## src/hdl/binary_fsk_square_modulator_defines.svh

```systemverilog
// assertion macros used by the modulator core
`ifndef BINARY_FSK_SQUARE_MODULATOR_DEFINES_SVH
`define BINARY_FSK_SQUARE_MODULATOR_DEFINES_SVH

`ifndef NO_ASSERTIONS
// same-cycle implication, clocked on clk, off during reset
`define BFSK_ASSERT_IMP(lbl, ante, cons) \
    lbl: assert property (@(posedge clk) disable iff (!rst_n) (ante) |-> (cons)) \
        else $error("bfsk assertion failed");
// next-cycle implication, clocked on clk, off during reset
`define BFSK_ASSERT_NXT(lbl, ante, cons) \
    lbl: assert property (@(posedge clk) disable iff (!rst_n) (ante) |=> (cons)) \
        else $error("bfsk assertion failed");
`else
`define BFSK_ASSERT_IMP(lbl, ante, cons)
`define BFSK_ASSERT_NXT(lbl, ante, cons)
`endif

`endif

```

## src/hdl/bfsk_pkg.sv

```systemverilog
// shared types and constants of the fsk square modulator
package bfsk_pkg;

    // field widths
    localparam int SPB_W   = 8;
    localparam int STEP_W  = 12;
    localparam int HALF_W  = 12;
    localparam int AMP_W   = 15;
    localparam int PHASE_W = 13;
    localparam int SMP_W   = 16;
    localparam int BYTE_W  = 8;
    localparam int BIT_W   = 3;
    localparam int ADDR_W  = 3;
    localparam int WDATA_W = 15;

    // register reset values: 2400/1200 Hz tones at 44100 Hz
    localparam logic [SPB_W-1:0]  SPB_RST       = 8'd74;
    localparam logic [STEP_W-1:0] STEP_ONE_RST  = 12'd16;
    localparam logic [STEP_W-1:0] STEP_ZERO_RST = 12'd8;
    localparam logic [HALF_W-1:0] HALF_RST      = 12'd147;
    localparam logic [AMP_W-1:0]  AMP_RST       = 15'd26213;

    // register indexes
    localparam logic [ADDR_W-1:0] REG_SAMPLES_PER_BIT = 3'd0;
    localparam logic [ADDR_W-1:0] REG_PHASE_STEP_ONE  = 3'd1;
    localparam logic [ADDR_W-1:0] REG_PHASE_STEP_ZERO = 3'd2;
    localparam logic [ADDR_W-1:0] REG_HALF_PERIOD     = 3'd3;
    localparam logic [ADDR_W-1:0] REG_AMPLITUDE       = 3'd4;

    // request commands
    localparam logic CMD_LOAD = 1'b0;
    localparam logic CMD_TICK = 1'b1;

    // configuration as seen by the datapath
    typedef struct packed {
        logic [SPB_W-1:0]  samples_per_bit;
        logic [STEP_W-1:0] phase_step_one;
        logic [STEP_W-1:0] phase_step_zero;
        logic [HALF_W-1:0] half_period;
        logic [AMP_W-1:0]  amplitude;
    } cfg_t;

    // one result
    typedef struct packed {
        logic [SMP_W-1:0] sample;
        logic             sample_valid;
        logic             last_of_byte;
        logic             load_rejected;
    } res_t;

endpackage

```

## src/hdl/binary_fsk_square_modulator.sv

```systemverilog
// top level of the binary fsk square-wave modulator
//
// Input stream s_axis: tuser is the command (0 load a byte, 1 sample tick),
// tdata is the byte for a load. Every request gives exactly one result.
// Output stream m_axis: tdata is the signed 16-bit sample, tlast marks the
// last sample of a byte, tuser[0] says the sample is real, tuser[1] flags a
// load that came while a byte was still playing.
// Configuration: cfg_we writes cfg_wdata to register cfg_addr (0 samples
// per bit, 1 high tone step, 2 low tone step, 3 half period, 4 amplitude).
// Write only while the block is idle.
// An accepted request passes through the input register, then the state
// update and the result register, before its result appears on m_axis.
// Throughput is one request per cycle while m_axis is not stalled, as the
// phase accumulator and counter update in a single pass.
// Reset clears the state, empties both registers and loads the default
// tone settings. When the receiver stalls, the result register holds and
// s_axis takes one more request into the input register, then stalls too.
module binary_fsk_square_modulator
(
    input  logic                          clk,
    input  logic                          rst_n,
    // configuration write port
    input  logic                          cfg_we,
    input  logic [bfsk_pkg::ADDR_W-1:0]   cfg_addr,
    input  logic [bfsk_pkg::WDATA_W-1:0]  cfg_wdata,
    // input stream
    input  logic                          s_axis_tvalid,
    output logic                          s_axis_tready,
    input  logic [7:0]                    s_axis_tdata,   // [7:0] data_byte
    input  logic                          s_axis_tuser,   // [0] command
    // output stream
    output logic                          m_axis_tvalid,
    input  logic                          m_axis_tready,
    output logic [15:0]                   m_axis_tdata,   // [15:0] sample
    output logic                          m_axis_tlast,
    output logic [1:0]                    m_axis_tuser    // [0] sample_valid, [1] load_rejected
);

    bfsk_pkg::cfg_t cfg;
    bfsk_pkg::res_t core_res;
    bfsk_pkg::res_t out_res;

    logic                        in_valid_reg, in_valid_next;
    logic                        in_cmd_reg;
    logic [bfsk_pkg::BYTE_W-1:0] in_byte_reg;
    logic                        s_accept;
    logic                        core_fire;
    logic                        out_valid;

    bfsk_cfg_regs u_cfg
    (
        .clk       (clk),
        .rst_n     (rst_n),
        .cfg_we    (cfg_we),
        .cfg_addr  (cfg_addr),
        .cfg_wdata (cfg_wdata),
        .cfg       (cfg)
    );

    // handshake between the two registers
    assign core_fire     = in_valid_reg && (!out_valid || m_axis_tready);
    assign s_axis_tready = !in_valid_reg || core_fire;
    assign s_accept      = s_axis_tvalid && s_axis_tready;

    // input register
    always_comb
    begin
        in_valid_next = in_valid_reg;
        if (s_accept)
        begin
            in_valid_next = 1'b1;
        end
        else if (core_fire)
        begin
            in_valid_next = 1'b0;
        end
    end

    always_ff @(posedge clk or negedge rst_n)
    begin
        if (!rst_n)
        begin
            in_valid_reg <= 1'b0;
        end
        else
        begin
            in_valid_reg <= in_valid_next;
        end
    end

    always_ff @(posedge clk)
    begin
        if (s_accept)
        begin
            in_cmd_reg  <= s_axis_tuser;
            in_byte_reg <= s_axis_tdata;
        end
    end

    bfsk_core u_core
    (
        .clk       (clk),
        .rst_n     (rst_n),
        .cfg       (cfg),
        .fire      (core_fire),
        .command   (in_cmd_reg),
        .data_byte (in_byte_reg),
        .res       (core_res)
    );

    bfsk_out_stage u_out
    (
        .clk   (clk),
        .rst_n (rst_n),
        .load  (core_fire),
        .res   (core_res),
        .take  (m_axis_tready),
        .valid (out_valid),
        .res_q (out_res)
    );

    // output channel
    assign m_axis_tvalid = out_valid;
    assign m_axis_tdata  = out_res.sample;
    assign m_axis_tlast  = out_res.last_of_byte;
    assign m_axis_tuser  = {out_res.load_rejected, out_res.sample_valid};

endmodule

```

## src/hdl/bfsk_cfg_regs.sv

```systemverilog
// configuration register file of the fsk square modulator
module bfsk_cfg_regs
(
    input  logic                          clk,
    input  logic                          rst_n,
    input  logic                          cfg_we,
    input  logic [bfsk_pkg::ADDR_W-1:0]   cfg_addr,
    input  logic [bfsk_pkg::WDATA_W-1:0]  cfg_wdata,
    output bfsk_pkg::cfg_t                cfg
);

    bfsk_pkg::cfg_t cfg_reg;

    // register writes, no read-back
    always_ff @(posedge clk or negedge rst_n)
    begin
        if (!rst_n)
        begin
            cfg_reg.samples_per_bit <= bfsk_pkg::SPB_RST;
            cfg_reg.phase_step_one  <= bfsk_pkg::STEP_ONE_RST;
            cfg_reg.phase_step_zero <= bfsk_pkg::STEP_ZERO_RST;
            cfg_reg.half_period     <= bfsk_pkg::HALF_RST;
            cfg_reg.amplitude       <= bfsk_pkg::AMP_RST;
        end
        else if (cfg_we)
        begin
            unique case (cfg_addr)
                bfsk_pkg::REG_SAMPLES_PER_BIT:
                    cfg_reg.samples_per_bit <= cfg_wdata[bfsk_pkg::SPB_W-1:0];
                bfsk_pkg::REG_PHASE_STEP_ONE:
                    cfg_reg.phase_step_one <= cfg_wdata[bfsk_pkg::STEP_W-1:0];
                bfsk_pkg::REG_PHASE_STEP_ZERO:
                    cfg_reg.phase_step_zero <= cfg_wdata[bfsk_pkg::STEP_W-1:0];
                bfsk_pkg::REG_HALF_PERIOD:
                    cfg_reg.half_period <= cfg_wdata[bfsk_pkg::HALF_W-1:0];
                bfsk_pkg::REG_AMPLITUDE:
                    cfg_reg.amplitude <= cfg_wdata[bfsk_pkg::AMP_W-1:0];
                default:
                begin
                end
            endcase
        end
    end

    assign cfg = cfg_reg;

endmodule

```

## src/hdl/bfsk_core.sv

```systemverilog
// modulator state and single-pass update for one request
`include "binary_fsk_square_modulator_defines.svh"

module bfsk_core
(
    input  logic                         clk,
    input  logic                         rst_n,
    input  bfsk_pkg::cfg_t               cfg,
    input  logic                         fire,
    input  logic                         command,
    input  logic [bfsk_pkg::BYTE_W-1:0]  data_byte,
    output bfsk_pkg::res_t               res
);

    logic [bfsk_pkg::BYTE_W-1:0]  shift_byte_reg, shift_byte_next;
    logic                         busy_reg, busy_next;
    logic [bfsk_pkg::BIT_W-1:0]   bit_index_reg, bit_index_next;
    logic [bfsk_pkg::SPB_W-1:0]   sample_index_reg, sample_index_next;
    logic [bfsk_pkg::PHASE_W-1:0] phase_acc_reg, phase_acc_next;

    logic                         cur_bit;
    logic [bfsk_pkg::STEP_W-1:0]  step;
    logic [bfsk_pkg::PHASE_W-1:0] wrap;
    logic [bfsk_pkg::PHASE_W:0]   phase_sum;
    logic [bfsk_pkg::PHASE_W:0]   phase_wrapped;
    logic [bfsk_pkg::SPB_W:0]     sidx_inc;
    logic                         bit_done;
    logic [bfsk_pkg::SMP_W-1:0]   amp_ext;
    logic [bfsk_pkg::SMP_W-1:0]   tone_sample;

    // tone selection, msb first
    assign cur_bit = shift_byte_reg[3'd7 - bit_index_reg];
    assign step    = cur_bit ? cfg.phase_step_one : cfg.phase_step_zero;

    // square wave level from the current phase
    assign amp_ext     = {1'b0, cfg.amplitude};
    assign tone_sample = (phase_acc_reg < {1'b0, cfg.half_period}) ? amp_ext
                                                                    : (~amp_ext + 16'd1);

    // phase advance with a single wrap at twice the half period
    assign wrap          = {cfg.half_period, 1'b0};
    assign phase_sum     = {1'b0, phase_acc_reg} + {2'b00, step};
    assign phase_wrapped = (phase_sum >= {1'b0, wrap}) ? (phase_sum - {1'b0, wrap})
                                                       : phase_sum;

    // end of bit once the sample count reaches the register
    assign sidx_inc = {1'b0, sample_index_reg} + 9'd1;
    assign bit_done = (sidx_inc >= {1'b0, cfg.samples_per_bit});

    // next state and result
    always_comb
    begin
        shift_byte_next   = shift_byte_reg;
        busy_next         = busy_reg;
        bit_index_next    = bit_index_reg;
        sample_index_next = sample_index_reg;
        phase_acc_next    = phase_acc_reg;
        res               = '0;

        if (command == bfsk_pkg::CMD_LOAD)
        begin
            if (busy_reg)
            begin
                res.load_rejected = 1'b1;
            end
            else
            begin
                shift_byte_next   = data_byte;
                busy_next         = 1'b1;
                bit_index_next    = '0;
                sample_index_next = '0;
                phase_acc_next    = '0;
            end
        end
        else if (busy_reg)
        begin
            res.sample       = tone_sample;
            res.sample_valid = 1'b1;
            if (bit_done)
            begin
                sample_index_next = '0;
                phase_acc_next    = '0;
                if (bit_index_reg == 3'd7)
                begin
                    bit_index_next   = '0;
                    busy_next        = 1'b0;
                    res.last_of_byte = 1'b1;
                end
                else
                begin
                    bit_index_next = bit_index_reg + 3'd1;
                end
            end
            else
            begin
                sample_index_next = sidx_inc[bfsk_pkg::SPB_W-1:0];
                phase_acc_next    = phase_wrapped[bfsk_pkg::PHASE_W-1:0];
            end
        end
    end

    // state registers, updated once per request
    always_ff @(posedge clk or negedge rst_n)
    begin
        if (!rst_n)
        begin
            shift_byte_reg   <= '0;
            busy_reg         <= 1'b0;
            bit_index_reg    <= '0;
            sample_index_reg <= '0;
            phase_acc_reg    <= '0;
        end
        else if (fire)
        begin
            shift_byte_reg   <= shift_byte_next;
            busy_reg         <= busy_next;
            bit_index_reg    <= bit_index_next;
            sample_index_reg <= sample_index_next;
            phase_acc_reg    <= phase_acc_next;
        end
    end

    // idle means all counters and phase are cleared
    `BFSK_ASSERT_IMP(a_idle_clear, !busy_reg,
        bit_index_reg == '0 && sample_index_reg == '0 && phase_acc_reg == '0)
    // accepted load starts a byte from the first sample
    `BFSK_ASSERT_NXT(a_load_start, fire && command == bfsk_pkg::CMD_LOAD && !busy_reg,
        busy_reg && bit_index_reg == '0 && sample_index_reg == '0)
    // last sample of a byte leaves the block idle
    `BFSK_ASSERT_NXT(a_last_idle, fire && res.last_of_byte, !busy_reg)
    // a rejected load keeps the byte in flight
    `BFSK_ASSERT_NXT(a_reject_keep, fire && res.load_rejected,
        busy_reg && $stable(shift_byte_reg) && $stable(bit_index_reg))

endmodule

```

## src/hdl/bfsk_out_stage.sv

```systemverilog
// result register between the datapath and the output channel
module bfsk_out_stage
(
    input  logic           clk,
    input  logic           rst_n,
    input  logic           load,
    input  bfsk_pkg::res_t res,
    input  logic           take,
    output logic           valid,
    output bfsk_pkg::res_t res_q
);

    logic           valid_reg, valid_next;
    bfsk_pkg::res_t res_reg;

    // occupancy of the result register
    always_comb
    begin
        valid_next = valid_reg;
        if (load)
        begin
            valid_next = 1'b1;
        end
        else if (take)
        begin
            valid_next = 1'b0;
        end
    end

    always_ff @(posedge clk or negedge rst_n)
    begin
        if (!rst_n)
        begin
            valid_reg <= 1'b0;
        end
        else
        begin
            valid_reg <= valid_next;
        end
    end

    // payload, no reset needed
    always_ff @(posedge clk)
    begin
        if (load)
        begin
            res_reg <= res;
        end
    end

    assign valid = valid_reg;
    assign res_q = res_reg;

endmodule

```

## config.mk

```make
export PLATFORM = sky130hd
export DESIGN_NAME = binary_fsk_square_modulator
export DESIGN_NICKNAME = d
export VERILOG_FILES = /design/src/hdl/bfsk_pkg.sv /design/src/hdl/binary_fsk_square_modulator.sv /design/src/hdl/bfsk_cfg_regs.sv /design/src/hdl/bfsk_core.sv /design/src/hdl/bfsk_out_stage.sv
export VERILOG_INCLUDE_DIRS = /design/src /design/src/hdl
export SDC_FILE = /design/constraint.sdc
export NUM_CORES = 1
export LEC_CHECK = 0
export BUFFER_PORTS_ARGS = -buffer_cell sky130_fd_sc_hd__buf_2
export CORE_MARGIN = 2
export CORE_UTILIZATION = 35
export CTS_CLUSTER_SIZE = 20
export DETAILED_ROUTE_END_ITERATION = 12
export GPL_TIMING_DRIVEN = 0
export SLEW_MARGIN = 20
export SYNTH_ARGS = -nofsm -noshare
export SYNTH_HDL_FRONTEND = slang
export SYNTH_SLANG_ARGS = --single-unit
```

## constraint.sdc

```tcl
create_clock -name clk -period 7.39 [get_ports clk]
set_clock_uncertainty 0.05 [all_clocks]
set_input_delay 0.3695 -clock clk [delete_from_list [all_inputs] [get_ports clk]]
set_output_delay 0.3695 -clock clk [all_outputs]
set_load 0.005 [all_outputs]
```

Word-level counts from Yosys, hierarchy flattened. Cells that the tools add are included.

Add/subtract/negate cells: 6. $mul: 0. Div/mod/pow operators: 0. Magnitude comparators: 4. Equality and inequality tests: 8. Shift-type cells: 0. Mux-type cells: 30. Bitwise operators: 3. Reduce and logical (&&, ||, !) cells: 20.

Operators by type and width (count): 13-bit 2-to-1 mux (5); 8-bit 2-to-1 mux (4); 16-bit by 1-bit adder with 16-bit output, second input constant (1); 15-bit NOT with 16-bit output (1); 15-bit 2-to-1 mux (1); 3-bit 2-to-1 mux (5); 13-bit by 12-bit adder with 14-bit output (1); 14-bit by 13-bit >= comparator with 1-bit output (1); 13-bit by 12-bit < comparator with 1-bit output (1); 13-bit subtractor (1); 1-bit 2-to-1 mux (12); 12-bit 2-to-1 mux (1); 2-bit AND reduction (6); 8-bit by 1-bit adder with 9-bit output, second input constant (1); 9-bit by 8-bit >= comparator with 1-bit output (1); 3-bit AND reduction (3); 3-bit by 2-bit equality test with 1-bit output, second input constant (2); 3-bit equality test, second input constant (2); 3-bit by 4-bit < comparator with 1-bit output, second input constant (1); 2-bit != test, second input constant (2); 4-bit AND reduction (1); 2-bit nonzero test (2); 3-bit by 1-bit adder with 3-bit output, second input constant (1); 1-bit binary-select mux with 3-bit select (1); other kinds (10) (14).

Register bits: 122. Latch bits: 0. RAM bits: 0. Memory bits (read-only): 0. Input port bits: 32. Logic and storage cells: 90. Memories: 0.

Longest topological paths before layout.
Depth in word-level cells: 10. Gate-level depth with buffers: 20. Depth with buffers taken out: 18.

Modules after synthesis. Synthesis repeated with hierarchy kept, for this count alone.

Cells, all modules: 599. Area total of the unflattened synthesis: 6936.7 µm².

Modules (own cells, without submodules): bfsk_core (instances 1, cells an instance 434, area an instance 3709.8 µm², seq. area each 825.8 µm²); bfsk_cfg_regs (instances 1, cells an instance 128, area an instance 2278.4 µm², seq. area each 1497.7 µm²); bfsk_out_stage (instances 1, cells an instance 22, area an instance 606.8 µm², seq. area each 595.6 µm²); binary_fsk_square_modulator (instances 1, cells an instance 15, area an instance 341.6 µm², seq. area each 295.3 µm²).

Worst setup path before layout. OpenSTA, ideal clock, no wires.

Path type: register to register. From: register u_core.bit_index_reg[0] (netlist bit). To: register u_core.phase_acc_reg[11] (netlist bit). Setup time: 0.126 ns. Arrival: 4.832 ns. Data required time: 7.214 ns. Setup slack: 2.382 ns. Cell stages (with the launch flop): 20. Clock period less this slack: 5.008 ns. Path through: dfrtp_1 mux4_2 mux2i_1 buf_2 mux2_1 ha_1 fa_1 a211o_1 o211ai_1 a21oi_1 a311oi_1 xnor2_1 ha_1 o21a_1 o211ai_1 a21oi_1 a211oi_4 buf_8 nor2_4 a221o_1.

Cells in the longest elaborated chain, start to end: 10.

Ends and longest elaborated chain: start, declared (line bfsk_core.sv:17) `logic [bfsk_pkg::BIT_W-1:0] bit_index_reg, bit_index_next;`; start signal, assigned (line bfsk_core.sv:117) `bit_index_reg <= bit_index_next;`; 3-bit subtractor * (line bfsk_core.sv:32) `assign cur_bit = shift_byte_reg[3'd7 - bit_index_reg];`; 1-bit binary-select mux with 3-bit select * (line bfsk_core.sv:32); 1-bit 2-to-1 mux (not written as such) * (line bfsk_core.sv:32); 12-bit 2-to-1 mux * (line bfsk_core.sv:33) `assign step = cur_bit ? cfg.phase_step_one : cfg.phase_step_zero;`; 13-bit by 12-bit adder with 14-bit output * (line bfsk_core.sv:42) `assign phase_sum = {1'b0, phase_acc_reg} + {2'b00, step};`; 13-bit subtractor / 14-bit by 13-bit >= comparator with 1-bit output (equally long branches) (line bfsk_core.sv:43) `assign phase_wrapped = (phase_sum >= {1'b0, wrap}) ? (phase_sum - {1'b0, wrap})`; 13-bit 2-to-1 mux * (line bfsk_core.sv:43); 13-bit 2-to-1 mux * (line bfsk_core.sv:79) `if (bit_done)`; 13-bit 2-to-1 mux * (line bfsk_core.sv:75) `else if (busy_reg)`; 13-bit 2-to-1 mux * (line bfsk_core.sv:60) `if (command == bfsk_pkg::CMD_LOAD)`; end signal, assigned (line bfsk_core.sv:119) `phase_acc_reg <= phase_acc_next;`; end, declared (line bfsk_core.sv:19) `logic [bfsk_pkg::PHASE_W-1:0] phase_acc_reg, phase_acc_next;`.

Mark *: on every way between the ends. The rest lies on a longest branch, timed or not. The select of a mux whose other input is x is not followed. A chain may end at the register's enable or synchronous reset.

Final worst setup path. Ends and elaborated chain as after synthesis.

==> impl_metrics.tcl <==
set metrics [dict create \
    status "complete, no violations" \
    synthFlopType "dfrtp_1" \
    die_w_um 145 \
    start_util 0.358 \
    crit_arrival_ps 6180 \
    final_util 0.424 \
    max_freq_mhz 169 \
    crit_end "u_core.phase_acc_reg[11]" \
    met1_usage 0.187 \
    worst_path_max_delay_cell "mux4_2" \
    ys_top_cells_by_area "dfrtp_1 (28%), edfxtp_1 (12%), mux2_2 (9.5%)" \
    fin_crit_ps 5930 \
    area_delta_synth_final_pct 18.4 \
    avgRoutedWirePerCell_um 16.4 \
    wirelength_mm 15.8 \
    maxCapViolCount 0 \
    drt_drc_violations_left 0 \
    synthArstFlopShare 0.770 \
    crit_chain "mux4_2 -> mux2i_1 -> buf_2 -> mux2_1 -> ha_1 -> fa_1 -> a211o_1 -> o211ai_1 -> nand2b_1 -> a21oi_1 -> xnor2_1 -> ha_1 -> and3_1 -> a21boi_1 -> o31ai_1 -> a21oi_1 -> a211oi_4 -> buf_8 -> nor2_4 -> a221o_1" \
    drt-initial-drc-count 312 \
    critPathMaxStageDelay_ps 530 \
    finalWorstSetupSlack_ps 1460 \
    cts_root_buf "clkbuf_16" \
    cts_hold_buffers 1 \
    met2_usage 0.272 \
    syn_nets 698 \
    clkTransAtPathRegs_ps 60 \
    port-buffer-count 52 \
    chipHeight_um 145 \
    rrSetupSlack_ps 1460 \
    grt_max_degree 77 \
    syn_avg_cell_area_sq_um 11.4 \
    min_period_over_period 0.803 \
    antenna_cells 0 \
    maxSlewHeadroom 0.485 \
    finalInstanceArea_sq_mm 0.00828 \
    busiest_layer "met2" \
    dp_cells 932 \
    rr_startpoint "u_core.bit_index_reg[0]" \
    critical_path_required_ps 7640 \
    netlist_area_sq_mm 0.00699 \
    drive_gt1_frac 0.253 \
    ff_latch_area_sq_mm 0.00321 \
    r2r_cells 20 \
    syn_inst 614 \
    synthDominantCellAreaShare 0.276 \
    grtUsageTotal 0.154 \
    first_pass_iters 4 \
    h-tree-depth 4 \
    yosysWarnings 0 \
    globalRoute.totalOverflow 0 \
    r2r_end "u_core.phase_acc_reg[11]" \
    finalNonFillerCells 965 \
    synth-seq-area-share 0.460 \
    yosysTopAreaCell "dfrtp_1" \
    leakage_nw 3.75 \
    clk_path_buf_depth 2 \
    gp_congestion 0.859 \
    cts_setup_buffers 0 \
    critPathMaxFanout 10 \
    synth_edf_count 28 \
    synth-seq-cells 122 \
    cts_buffers 17 \
    hold_viol_final 0 \
    yosys.cell_types.count 66 \
    grt_pass1_wl_mm 26.0 \
    hold_class "input port to register" \
    largest_register_ffs 59 \
    hpwl_mm 11.9 \
    met3_usage 0.0242 \
    vdd_drop_max_mv 0.231 \
    drv_slew 0 \
    post_dp_cell_area_sq_mm 0.00761 \
    rsz0062_at_grt "no" \
    io-pin-count 53 \
    setup_tns_ps 0 \
    cts_sinks 122 \
    nets 771 \
    worstSetupStartpointType "register" \
    max_slew.worst_pin.slew_ps 768 \
    setup_violations 0 \
    fp.coreArea_sq_mm 0.0195 \
    clk_latency_ps 420 \
    vias 4912 \
    viasPerCell 5.09 \
    cellPowerDensity_mw_per_mm2 486 \
    num-fill-cells 1831 \
    crit_start "u_core.bit_index_reg[0]" \
    cts_repair_resize_count 0 \
    die-area_sq_mm 0.0211 \
    multi_input_area_sq_mm 0.00358 \
    critical_path_class "register to register" \
    place_ws_ps 1490 \
    end_kind "register" \
    cts_tree "yes" \
    antenna_found_initial 0 \
    antenna_left 0 \
    grt_pass1_vias 5227 \
    core.rowCount 51 \
]
==> layout make-up <==
class	instances	share of cell area
plain buffers	15	0.00937
clock buffers	17	0.0514
clock inverters	15	0.0272
inverters	32	0.0145
multi-input cells	445	0.432
flip-flops and latches	122	0.388
well taps	265	0.0401
repair buffers	54	0.0367
==> placed cells by master, fill, tap and decap left out, types with 9 or more instances in the layout <==
master	n
a21o_1	11
clkbuf_16	17
clkbuf_1	9
a21oi_1	20
a22o_1	10
ha_1	50
o21ai_1	15
edfxtp_1	28
o21ai_0	17
dfstp_2	17
nand2_1	51
xnor2_1	18
mux2_2	59
mux2_1	11
buf_2	53
nand3_1	18
nor2_1	24
inv_1	32
nand2b_1	24
dfrtp_1	77
mux2i_1	21
==> worst min-delay path by stage <==
stage               cells past startpoint             from  slack (ps)                       end
detailed placement                      1            rst_n         190             u_cfg.cfg[12]
floorplan                               0            rst_n          20              in_valid_reg
global placement                        1   in_byte_reg[6]         410  u_core.shift_byte_reg[6]
global route                            1  s_axis_tdata[4]          70            in_byte_reg[4]
CTS                                     1  s_axis_tdata[3]          70            in_byte_reg[3]
finish                                  1  s_axis_tdata[2]          80            in_byte_reg[2]
==> logic make-up after synthesis <==
family          synth area share
simple gates               0.111
flops                      0.460
compound gates             0.124
mux                        0.149
fa+ha+maj                 0.0952
buf+inv                   0.0283
xor+xnor                  0.0326
==> stage by stage <==
| stage | power (mW) | hold WS [ps] |
|---|---|---|
| final | 4.02 | 83.0 |
| after global routing | 4.33 | 66.8 |
| after CTS | 4.04 | 68.0 |
| after detailed placement | 3.12 | 187 |
| after global placement | 3.03 | 412 |
| after floorplan | 2.65 | 23.9 |
==> cells in the mapped netlist, drive strengths merged (3+ instances only) <==
cell	count
nand3	18
a311oi	3
mux2i	21
o21a	7
xor2	8
and2	3
a211o	5
nand2	51
clkbuf	9
a21o	11
nand2b	24
o31ai	3
buf	6
a22o	10
a21oi	21
edfxtp	28
and3	5
o21ai	33
dfstp	17
mux2	70
nor3	10
dfrtp	77
a211oi	6
inv	32
ha	50
o211ai	6
xnor2	18
nand3b	3
nor2b	4
nor2	25
==> routing by layer <==
layer	part of all wire	wire, um
met3	0.027	425
met5	0	0
met2	0.52	8150
met1	0.45	7030
met4	0.012	188
==> power by group <==
part           switching, mW  total [mW]  internal, mW
clock network          0.305       0.903         0.598
logic                   1.17        2.15         0.986
registers              0.103       0.966         0.864
==> critical path: cells and delay by family (launching register included) <==
kind | cells | cell delay, ps
and+or+nand+nor | 3 | 360
muxes | 3 | 1220
xor gates and xnor gates | 1 | 190
buffers and inverters | 2 | 570
AOI/OAI and AO/OA | 8 | 1900
DFF | 1 | 470
adders and majority gates | 3 | 1020
Note: power is estimated with default switching activity, not from simulation.
